$ cat config.mk
export PLATFORM = sky130hd
export DESIGN_NAME = cc20_ctrl
export DESIGN_NICKNAME = d
export VERILOG_FILES = /design/src/hdl/cc20_pkg.sv /design/src/hdl/cc20_ctrl.sv
export SDC_FILE = /design/constraint.sdc
export NUM_CORES = 1
export LEC_CHECK = 0
export BUFFER_PORTS_ARGS = -buffer_cell sky130_fd_sc_hd__buf_2
export CAP_MARGIN = 5
export CORE_ASPECT_RATIO = 0.5
export CORE_MARGIN = 2
export CORE_UTILIZATION = 57
export CTS_BUF_LIST = sky130_fd_sc_hd__clkbuf_4 sky130_fd_sc_hd__clkbuf_8
export DETAILED_ROUTE_END_ITERATION = 10
export PLACE_DENSITY = 0.92
export SYNTH_ARGS = -nofsm -noshare
export SYNTH_HDL_FRONTEND = slang
export SYNTH_SLANG_ARGS = --single-unit
$ cat constraint.sdc
create_clock -name clk -period 2.21 [get_ports clk]
set_clock_uncertainty 0.05 [all_clocks]
set_input_delay 0.221 -clock clk [delete_from_list [all_inputs] [get_ports clk]]
set_output_delay 0.221 -clock clk [all_outputs]
set_load 0.02 [all_outputs]
$ cat src/hdl/cc20_pkg.sv
// shared types, constants and helpers for the chacha20 keystream generator
// no dependencies; used by cc20_datapath, cc20_ctrl and the top level
package cc20_pkg;

  localparam int ROUND_PAIRS_DEFAULT = 10;
  localparam int BLOCK_BYTES = 64;
  localparam int NUM_REGS = 6;
  localparam int CFG_IDX_W = 3;
  localparam int CFG_DATA_W = 64;

  // configuration register indexes
  localparam logic [CFG_IDX_W-1:0] REG_KEY_0 = 3'd0;
  localparam logic [CFG_IDX_W-1:0] REG_KEY_1 = 3'd1;
  localparam logic [CFG_IDX_W-1:0] REG_KEY_2 = 3'd2;
  localparam logic [CFG_IDX_W-1:0] REG_KEY_3 = 3'd3;
  localparam logic [CFG_IDX_W-1:0] REG_NONCE_0 = 3'd4;
  localparam logic [CFG_IDX_W-1:0] REG_NONCE_1 = 3'd5;

  // "expand 32-byte k"
  localparam logic [31:0] SIGMA_0 = 32'h6170_7865;
  localparam logic [31:0] SIGMA_1 = 32'h3320_646e;
  localparam logic [31:0] SIGMA_2 = 32'h7962_2d32;
  localparam logic [31:0] SIGMA_3 = 32'h6b20_6574;

  // commands from the controller to the datapath
  typedef struct packed {
    logic       load;        // working state <= initial state
    logic       round_step;  // one add/xor/rotate step of four quarter rounds
    logic [1:0] step_idx;    // which of the four steps of a quarter round
    logic       diag;        // diagonal half round, else column
    logic       add_back;    // add initial state, bump block counter
    logic       out_load;    // load output register from the buffer
    logic       out_last;    // last flag for that byte
    logic [5:0] rd_off;      // byte offset into the keystream block
  } cmd_t;

  function automatic logic [31:0] rotl(input logic [31:0] x, input int unsigned r);
    return (x << r) | (x >> (32 - r));
  endfunction

endpackage

$ cat src/hdl/cc20_ctrl.sv
// controller: request intake, byte sequencing, round scheduling and output
// valid; drives cc20_datapath through cc20_pkg::cmd_t
module cc20_ctrl #(
  parameter int ROUND_PAIRS = cc20_pkg::ROUND_PAIRS_DEFAULT
) (
  input  logic           clk,
  input  logic           rst,
  input  logic           cfg_hit,
  input  logic           req_valid,
  output logic           req_stall,
  input  logic [6:0]     byte_count,
  output logic           ks_valid,
  input  logic           ks_stall,
  output cc20_pkg::cmd_t cmd
);

  localparam int HR_W = $clog2(2 * ROUND_PAIRS);
  localparam logic [HR_W-1:0] HR_LAST = HR_W'(2 * ROUND_PAIRS - 1);

  localparam logic [1:0] S_IDLE  = 2'd0;
  localparam logic [1:0] S_EMIT  = 2'd1;
  localparam logic [1:0] S_ROUND = 2'd2;
  localparam logic [1:0] S_ADD   = 2'd3;

  logic [1:0]      state, state_next;
  logic [6:0]      offset, offset_next;
  logic [6:0]      remaining, remaining_next;
  logic [1:0]      step, step_next;
  logic [HR_W-1:0] half_round, half_round_next;
  logic            ks_valid_next;
  logic            out_free;
  logic [6:0]      req_bytes;

  assign req_stall = (state != S_IDLE);
  assign out_free  = !ks_valid || !ks_stall;
  assign req_bytes = byte_count[6] ? 7'(cc20_pkg::BLOCK_BYTES) : byte_count;

  always_comb begin
    state_next      = state;
    offset_next     = offset;
    remaining_next  = remaining;
    step_next       = step;
    half_round_next = half_round;
    ks_valid_next   = ks_valid && ks_stall;
    cmd             = '0;
    cmd.rd_off      = offset[5:0];
    cmd.step_idx    = step;
    cmd.diag        = half_round[0];
    case (state)
      S_IDLE: begin
        if (req_valid && req_bytes != 7'd0) begin
          remaining_next = req_bytes;
          state_next     = S_EMIT;
        end
      end
      S_EMIT: begin
        if (offset[6]) begin
          cmd.load        = 1'b1;
          step_next       = '0;
          half_round_next = '0;
          state_next      = S_ROUND;
        end else if (out_free) begin
          cmd.out_load   = 1'b1;
          cmd.out_last   = (remaining == 7'd1);
          ks_valid_next  = 1'b1;
          offset_next    = offset + 7'd1;
          remaining_next = remaining - 7'd1;
          if (remaining == 7'd1) begin
            state_next = S_IDLE;
          end
        end
      end
      S_ROUND: begin
        cmd.round_step = 1'b1;
        step_next      = step + 2'd1;
        if (step == 2'd3) begin
          half_round_next = half_round + HR_W'(1);
          if (half_round == HR_LAST) begin
            state_next = S_ADD;
          end
        end
      end
      S_ADD: begin
        cmd.add_back = 1'b1;
        offset_next  = '0;
        state_next   = S_EMIT;
      end
      default: begin
        state_next = S_IDLE;
      end
    endcase
    if (cfg_hit) begin
      offset_next = 7'(cc20_pkg::BLOCK_BYTES);
    end
  end

  always_ff @(posedge clk) begin
    if (rst) begin
      state      <= S_IDLE;
      offset     <= 7'(cc20_pkg::BLOCK_BYTES);
      remaining  <= '0;
      step       <= '0;
      half_round <= '0;
      ks_valid   <= 1'b0;
    end else begin
      state      <= state_next;
      offset     <= offset_next;
      remaining  <= remaining_next;
      step       <= step_next;
      half_round <= half_round_next;
      ks_valid   <= ks_valid_next;
    end
  end

`ifndef SYNTHESIS
  a_offset_range: assert property (@(posedge clk) disable iff (rst)
    offset <= 7'(cc20_pkg::BLOCK_BYTES))
    else $error("buffer offset beyond block");

  a_busy_has_bytes: assert property (@(posedge clk) disable iff (rst)
    (state != S_IDLE) |-> (remaining != 7'd0))
    else $error("busy with nothing left to send");

  a_last_ends_request: assert property (@(posedge clk) disable iff (rst)
    (cmd.out_load && cmd.out_last) |=> (state == S_IDLE))
    else $error("last byte sent without returning to idle");

  a_no_read_when_empty: assert property (@(posedge clk) disable iff (rst)
    cmd.out_load |-> !offset[6])
    else $error("byte read from an empty buffer");

  a_rounds_then_add: assert property (@(posedge clk) disable iff (rst)
    (state == S_ROUND && step == 2'd3 && half_round == HR_LAST) |=> (state == S_ADD))
    else $error("round sequence did not end in add-back");
`endif

endmodule

==> flow_metrics.tcl, run 1 <==
set metrics [dict create \
    drt-pass1-iter-count 4 \
    totalNegativeSetupSlack_ns 0 \
    routedWlPerCell_um 14.1 \
    ant_nets 0 \
    ys.flop_type "dfxtp_1" \
    synth_xor_area_share_pct 2.32 \
    power.density_nw_per_um2 859 \
    holdPathStages 3 \
    fp-row-count 13 \
    start_kind "flop" \
    finalPower_mw 1.48 \
    io_buffers 27 \
    synthTopCellsByArea "dfxtp_1 (32%), ha_1 (8.3%), nand2_1 (4.0%), inv_1 (3.7%), nor2_1 (3.7%)" \
    slew_viol_final 0 \
    finalCritPeriodShare_pct 94.2 \
    fp.dieH_um 40.4 \
    path_depth 7 \
    ys_warn_count 0 \
    drc 0 \
    holdWs_ns 0.106 \
    synth-seq-cells 24 \
    vias 1378 \
    fin_nets 223 \
    gp_congestion 0.947 \
    syn_nets 201 \
    cts_buffers 3 \
    setup_ws_ns 0.128 \
    required_ns 1.94 \
    timing.rr.start "state[0]" \
    yosysTopAreaCellShare_pct 31.8 \
    cp.buffers_inverters 2 \
    hold_violations 0 \
    critPathTopFamily "simple AND/OR/NAND/NOR gates" \
    async_flop_share_pct 0 \
    startpoint "state[1]" \
    drt-initial-drc-count 65 \
    synth-edff-count 0 \
    hold_class "primary input to flop" \
    grt_pass1_vias 1198 \
    synth.distinct_cells 48 \
    synth_compound_area_share_pct 22.1 \
    ir_worst_vdd_uv 532 \
    finalCriticalPeriod_ns 2.08 \
    area_growth_pct 14.1 \
    end_kind "output pin" \
    fin_util_pct 67.6 \
    cts_root_buf "clkbuf_8" \
    grtUsageTotal_pct 22.5 \
    worstHoldStart "cfg_hit" \
    synth_fa_ha_area_share_pct 8.27 \
    synthMuxAreaShare_pct 4.47 \
    cpMaxStageDelayCell "dfxtp_1" \
    grt_max_degree 17 \
    grt_first_pass_wirelength_mm 5.46 \
    antenna_found_initial 0 \
    max_cap_viol_count 0 \
    syn_area_um2 1510 \
    rsz0062_at_grt "no" \
    htreeDepth 1 \
    status "finished, final reports clean" \
    io_pins 28 \
    synth-simple-area-share_pct 22.1 \
    cp_max_fo 8 \
    coreArea_um2 2550 \
    max_freq_mhz 480 \
    cp_cell_sequence "inv_1 > ha_4 > nand2b_2 > a21oi_2 > nand2_1 > nor4b_2 > buf_2" \
    synth_seq_area_share_pct 31.8 \
    netlist_instances 179 \
    final_common_cell "buf_2" \
    crit_type "flop to output pin" \
    viasPerCell 5.81 \
    cts_num_sinks 24 \
    setup_viol 0 \
    place_hpwl_mm 2.44 \
    crit_arrival_ns 1.81 \
    final_cell_mix "buf_2 (27), dfxtp_1 (24), nand2_1 (16)" \
    dieArea_um2 3110 \
    initial_core_util_pct 59.2 \
    cts_max_path_buffers 2 \
    tightest_slew_ns 0.516 \
    avgSynthCellArea_um2 8.45 \
    n_antenna_cell 0 \
    totalWireLength_mm 3.34 \
    synth.largest_area_cell "dfxtp_1" \
    die_w_um 76.9 \
    cp_slowest_stage_delay_ns 0.35 \
    p_leak_nw 0.717 \
    cts_tree "done" \
    dp_slack_ns 0.196 \
    clk_pin_slew_ns 0.09 \
    clk_latency_ns 0.27 \
    ff2ff_path_depth 6 \
    holdBufCountCts 0 \
    synth_top_family_by_area "compound AO/OA/AOI/OAI gates" \
    grt-ovfl-total 0 \
    post_cts_buffers 0 \
    slew_headroom_pct 65.2 \
    drive_gt1_share_pct 23.5 \
]
[stage by stage]
step	cells	cell area (um^2)
2_1_floorplan	179	1520
3_3_place_gp	233	1640
3_5_place_dp	233	1640
4_1_cts	237	1710
5_1_grt	237	1730
6_report	237	1730
[layout make-up]
cell class              count  area, um^2
multi-input cells         128         921
fillers                   207         828
well taps                  37        46.3
clock buffers               3        41.3
repair buffers             29         150
clock inverters             1        30.0
inverters                  15        56.3
flip-flops and latches     24         480
[state kept, by name (all words and copies together), names as in the netlist]
name        cells
remaining       7
offset          7
ks_valid        1
step            2
half_round      5
state           2
[routing by layer]
metal	routed length [um]	part of all wire [%]	track usage (%)	up-vias
met3	190	5.7	5.18	6
met4	51	1.5	6.36	0
met2	1590	47	42.1	40
met5	0	0	0	-
met1	1510	45	27.2	642
li1	-	-	-	690
[worst reg2reg max path: cells and delay by family, from the launching register on]
family	cells	cell delay, ns
buf+inv	1	0.10
flops	1	0.43
mux	1	0.25
fa+ha+maj	1	0.27
compound gates	3	0.70
[power breakdown]
| part | internal [mW] | switching, mW |
|---|---|---|
| clock | 0.242 | 0.148 |
| combinational | 0.239 | 0.312 |
| sequential | 0.477 | 0.0634 |
| total | 0.958 | 0.523 |
[repair_timing]
| item | 4_1_cts | 5_1_grt |
|---|---|---|
| endpoints found under the setup margin | 1 | 1 |
| resized for setup | 2 | 2 |
| endpoints found under the hold margin | 0 | 0 |
[worst paths after layout]
path | endpoint | slack, ns
setup / recovery | cmd[6] | 0.13
hold / removal | offset[6] | 0.11
setup reg to reg | remaining[3] | 0.31
hold reg to reg | half_round[1] | 0.44
[Yosys cell counts (4+ instances only)]
master and number:
ha_1 10, inv_1 15, o21ai_0 7, dfxtp_1 24
buf_4 7, nand3_1 6, or4_1 4, nand2_1 16
a21oi_1 11, o31ai_1 5, xor2_1 4, nor2_1 15
[cell families (layout without fill, tap and decap cells)]
logic type               Yosys count  after routing
adder cells (fa/ha/maj)           10             10
flip-flops                        24             24
AND/OR/NAND/NOR                   62             62
XOR/XNOR                           4              4
AO/OA/AOI/OAI                     46             46
multiplexers                       6              6
buffers and inverters             27             48
(Power assumes the default switching activity.)
==> run 2: changes to the inputs <==
==> constraint.sdc (replaced) <==
create_clock -name clk -period 2.21 [get_ports clk]
set_clock_uncertainty 0.05 [all_clocks]
set_input_delay 0.3315 -clock clk [delete_from_list [all_inputs] [get_ports clk]]
set_output_delay 0.3315 -clock clk [all_outputs]
set_load 0.02 [all_outputs]
==> run 2 against run 1 <==
Design area rose by 1.5%. Global-route usage up 1.9 points. Utilization increased by 0.98 points. Die area is the same. Power is 1.9% higher. Flip-flop and latch count unchanged. Largest power group unchanged. Combinational power increased by 4.2%. Clock-buffer cell count did not move. Via count grew 7.3%. Clock power hardly changed.
==> flow_metrics.tcl, run 2 (synthesis results as in run 1) <==
set metrics [dict create \
    status "finished, final reports clean" \
    fin_nets 225 \
    io_pins 28 \
    coreArea_um2 2550 \
    max_freq_mhz 458 \
    hold_violations 0 \
    slew_viol_final 0 \
    viasPerCell 6.19 \
    totalWireLength_mm 3.73 \
    cts_tree "done" \
    finalCritPeriodShare_pct 98.9 \
    fp.dieH_um 40.4 \
    cp_max_fo 7 \
    slew_headroom_pct 62.1 \
    max_cap_viol_count 0 \
    place_hpwl_mm 2.54 \
    grt_max_degree 17 \
    ir_worst_vdd_uv 516 \
    end_kind "output pin" \
    area_growth_pct 15.7 \
    final_common_cell "buf_2" \
    fin_util_pct 68.5 \
    cts_max_path_buffers 2 \
    clk_latency_ns 0.27 \
    start_kind "flop" \
    p_leak_nw 0.738 \
    n_antenna_cell 0 \
    reg.largest.list "offset (7), remaining (7), half_round (5)" \
    finalCriticalPeriod_ns 2.19 \
    ant_nets 0 \
    die_w_um 76.9 \
    io_buffers 27 \
    required_ns 1.83 \
    grt-ovfl-total 0 \
    power.density_nw_per_um2 862 \
    routedWlPerCell_um 15.6 \
    finalPower_mw 1.51 \
    htreeDepth 1 \
    grt_pass1_vias 1320 \
    vias 1479 \
    final_cell_mix "buf_2 (26), dfxtp_1 (22), nand2_1 (16)" \
    fp-row-count 13 \
    cts_buffers 3 \
    grtUsageTotal_pct 24.4 \
    clk_pin_slew_ns 0.09 \
    antenna_found_initial 0 \
    grt_first_pass_wirelength_mm 5.84 \
    initial_core_util_pct 59.2 \
    tightest_slew_ns 0.563 \
    hold_class "primary input to flop" \
    drive_gt1_share_pct 25.7 \
    holdBufCountCts 0 \
    drt-initial-drc-count 87 \
    crit_arrival_ns 1.80 \
    cts_num_sinks 24 \
    crit_type "flop to output pin" \
    drc 0 \
    cts_root_buf "clkbuf_8" \
    dieArea_um2 3110 \
    setup_viol 0 \
    gp_congestion 0.986 \
    drt-pass1-iter-count 4 \
]
## run 2: path summary, 6_finish.rpt
path | cells past startpoint | start | end | slack, ns
max reg2reg | 6 | state[0] | remaining[3] | 0.28
max | 7 | state[1] | cmd[6] | 0.02
min | 3 | cfg_hit | offset[6] | 0.22
min reg2reg | 2 | half_round[1] | half_round[1] | 0.43
## run 2: final cells by class
type	instances	area [um^2]
fillers	191	803
flip-flops and latches	24	483
repair buffers	31	168
inverters	15	56.3
clock inverters	1	30.0
well taps	37	46.3
multi-input cells	128	926
clock buffers	3	41.3
## run 2: repair_timing
item / in CTS / in global routing
pin swaps: 0 / 1
setup endpoints to repair: 1 / 1
resized for setup: 3 / 5
setup buffers: 0 / 2
## run 2: metal layers
| layer | GRT usage [%] | wire length [um] |
|---|---|---|
| met5 | 0 | 0 |
| met4 | 12.7 | 154 |
| met3 | 6.08 | 302 |
| met2 | 44.7 | 1760 |
| met1 | 28.2 | 1510 |
## run 2: through the flow
step	hold slack (ns)	area, um^2	TNS, ns	setup slack, ns	std cells
after detailed placement	0.418	1640	0	0.127	233
after global placement	0.412	1640	0	0.305	233
final	0.216	1750	0	0.0242	239
after CTS	0.235	1730	0	0.0139	237
after floorplan	0.394	1520	0	0.132	179
after global routing	0.233	1750	-0.0265	-0.0265	239
## run 2: critical path, cell delays in order (launching register included)
cell      delay (ns)
dfxtp_2         0.35
inv_2           0.09
ha_4            0.18
nand2b_4        0.09
a21oi_2         0.17
nand2_1         0.10
nor4b_2         0.35
buf_4           0.20
## run 2: where the power goes
part           internal, mW  switching (mW)  total, mW
Clock                 0.242           0.149      0.392
Sequential            0.479          0.0647      0.544
Combinational         0.246           0.328      0.574
==> run 3: changes to the inputs <==
==> constraint.sdc (replaced) <==
create_clock -name clk -period 2.21 [get_ports clk]
set_clock_uncertainty 0.05 [all_clocks]
set_input_delay 0.5525 -clock clk [delete_from_list [all_inputs] [get_ports clk]]
set_output_delay 0.5525 -clock clk [all_outputs]
set_load 0.02 [all_outputs]
==> run 3 against run 2 <==
Via count down 1.1%. Design area rose by 0.71%. Register-to-register slack improved by 0.04 ns. Flip-flop and latch count did not move. Sequential power is essentially flat. Combinational power grew 3%. Setup slack gained 0.027 ns. First-iteration DRC count grew 6.9%. Non-clock buffer count increased by 1. Critical endpoint unchanged.
==> flow_metrics.tcl, run 3 (synthesis results as in run 1) <==
set metrics [dict create \
    fin_nets 226 \
    coreArea_um2 2550 \
    holdBufCountCts 0 \
    cp_slowest_stage_delay_ns 0.41 \
    cpMaxStageDelayCell "dfxtp_2" \
    max_cap_viol_count 0 \
    drt-initial-drc-count 93 \
    cp_max_fo 4 \
    finalCritPeriodShare_pct 97.7 \
    power.density_nw_per_um2 817 \
    setup_viol 0 \
    crit_type "flop to output pin" \
    drive_gt1_share_pct 26.6 \
    grt_first_pass_wirelength_mm 5.91 \
    cts_tree "done" \
    required_ns 1.61 \
    place_hpwl_mm 2.68 \
    tightest_slew_ns 0.530 \
    fp-row-count 13 \
    ant_nets 0 \
    fp.dieH_um 40.4 \
    final_common_cell "buf_2" \
    hold_class "primary input to flop" \
    grt-ovfl-total 0 \
    ir_worst_vdd_uv 458 \
    hold_violations 0 \
    slew_headroom_pct 64.0 \
    viasPerCell 6.10 \
    start_kind "flop" \
    io_buffers 27 \
    clk_pin_slew_ns 0.09 \
    reg.largest.list "offset (7), remaining (7), half_round (5)" \
    cp_cell_sequence "ha_4 > nand2b_4 > a21oi_4 > nand2_1 > nor4b_4 > buf_4" \
    htreeDepth 1 \
    slew_viol_final 0 \
    grt_max_degree 18 \
    setup_ws_ns 0.0508 \
    fillers 207 \
    dp_slack_ns 0.241 \
    grt_pass1_vias 1279 \
    holdWs_ns 0.438 \
    final_cell_mix "buf_2 (26), dfxtp_1 (22), nand2_1 (16)" \
    crit_arrival_ns 1.56 \
    totalWireLength_mm 3.90 \
    finalCriticalPeriod_ns 2.16 \
    initial_core_util_pct 59.2 \
    die_w_um 76.9 \
    cts_num_sinks 24 \
    area_growth_pct 16.5 \
    vias 1463 \
    n_antenna_cell 0 \
    drc 0 \
    p_leak_nw 0.739 \
    end_kind "output pin" \
    gp_congestion 1.05 \
    grtUsageTotal_pct 24.7 \
    cts_buffers 3 \
    drt-pass1-iter-count 4 \
    dieArea_um2 3110 \
    io_pins 28 \
    routedWlPerCell_um 16.3 \
    clk_latency_ns 0.27 \
    final_design_area_no_fill_um2 1760 \
    max_freq_mhz 463 \
    cts_max_path_buffers 2 \
    placedInstanceArea_um2 1670 \
    cts_root_buf "clkbuf_8" \
    antenna_found_initial 0 \
    totalNegativeSetupSlack_ns 0 \
    status "finished, final reports clean" \
]
-- run 3: final timing paths --
kind,slack (ns),cells after the start,from,endpoint
setup / recovery,0.05,6,state[0],cmd[6]
hold / removal,0.44,3,cfg_hit,offset[6]
setup reg to reg,0.32,6,state[0],remaining[6]
hold reg to reg,0.44,2,half_round[1],half_round[1]
-- run 3: what timing repair did --
action / in CTS / in global routing
buffers inserted: 1 / 0
gates resized for setup: 4 / 4
setup endpoints to repair: 1 / 1
-- run 3: layout make-up --
type	instances	area, um^2	share of cell area (%)
Tap cell	37	46.3	2.63
Sequential cell	24	483	27.4
Clock buffer	4	55.1	3.12
Inverter	15	56.3	3.19
Multi-Input combinational cell	128	947	53.7
Timing Repair Buffer	32	175	9.94
-- run 3: power by group --
part           total, mW  switching [mW]  internal (mW)  leakage (nW)
clock network      0.306           0.147          0.159        0.0288
registers          0.543          0.0637          0.479         0.195
logic              0.592           0.344          0.247         0.514
-- run 3: worst max-delay path: cells and delay by family, from the launching register on --
kind | cells | cell delay (ns)
and+or+nand+nor | 3 | 0.42
DFF | 1 | 0.41
adders and majority gates | 1 | 0.17
buffers and inverters | 1 | 0.17
AOI/OAI and AO/OA | 1 | 0.11
-- run 3: metrics by stage --
| stage | util, % | power [mW] | instances |
|---|---|---|---|
| 5_1_grt | 69.0 | 1.51 | 240 |
| 3_3_place_gp | 65.4 | 1.08 | 235 |
| 2_1_floorplan | - | 0.957 | 179 |
| 4_1_cts | 68.1 | 1.40 | 240 |
| 6_report | 69.0 | 1.44 | 240 |
| 3_5_place_dp | 65.4 | 1.09 | 235 |
-- run 3: metal layers --
layer	up-vias	routed length (um)	global-route usage, %
li1	697	-	-
met1	675	1580	29.9
met2	76	1830	46.3
met3	15	389	7.43
met4	0	99	3.64
met5	-	0	0
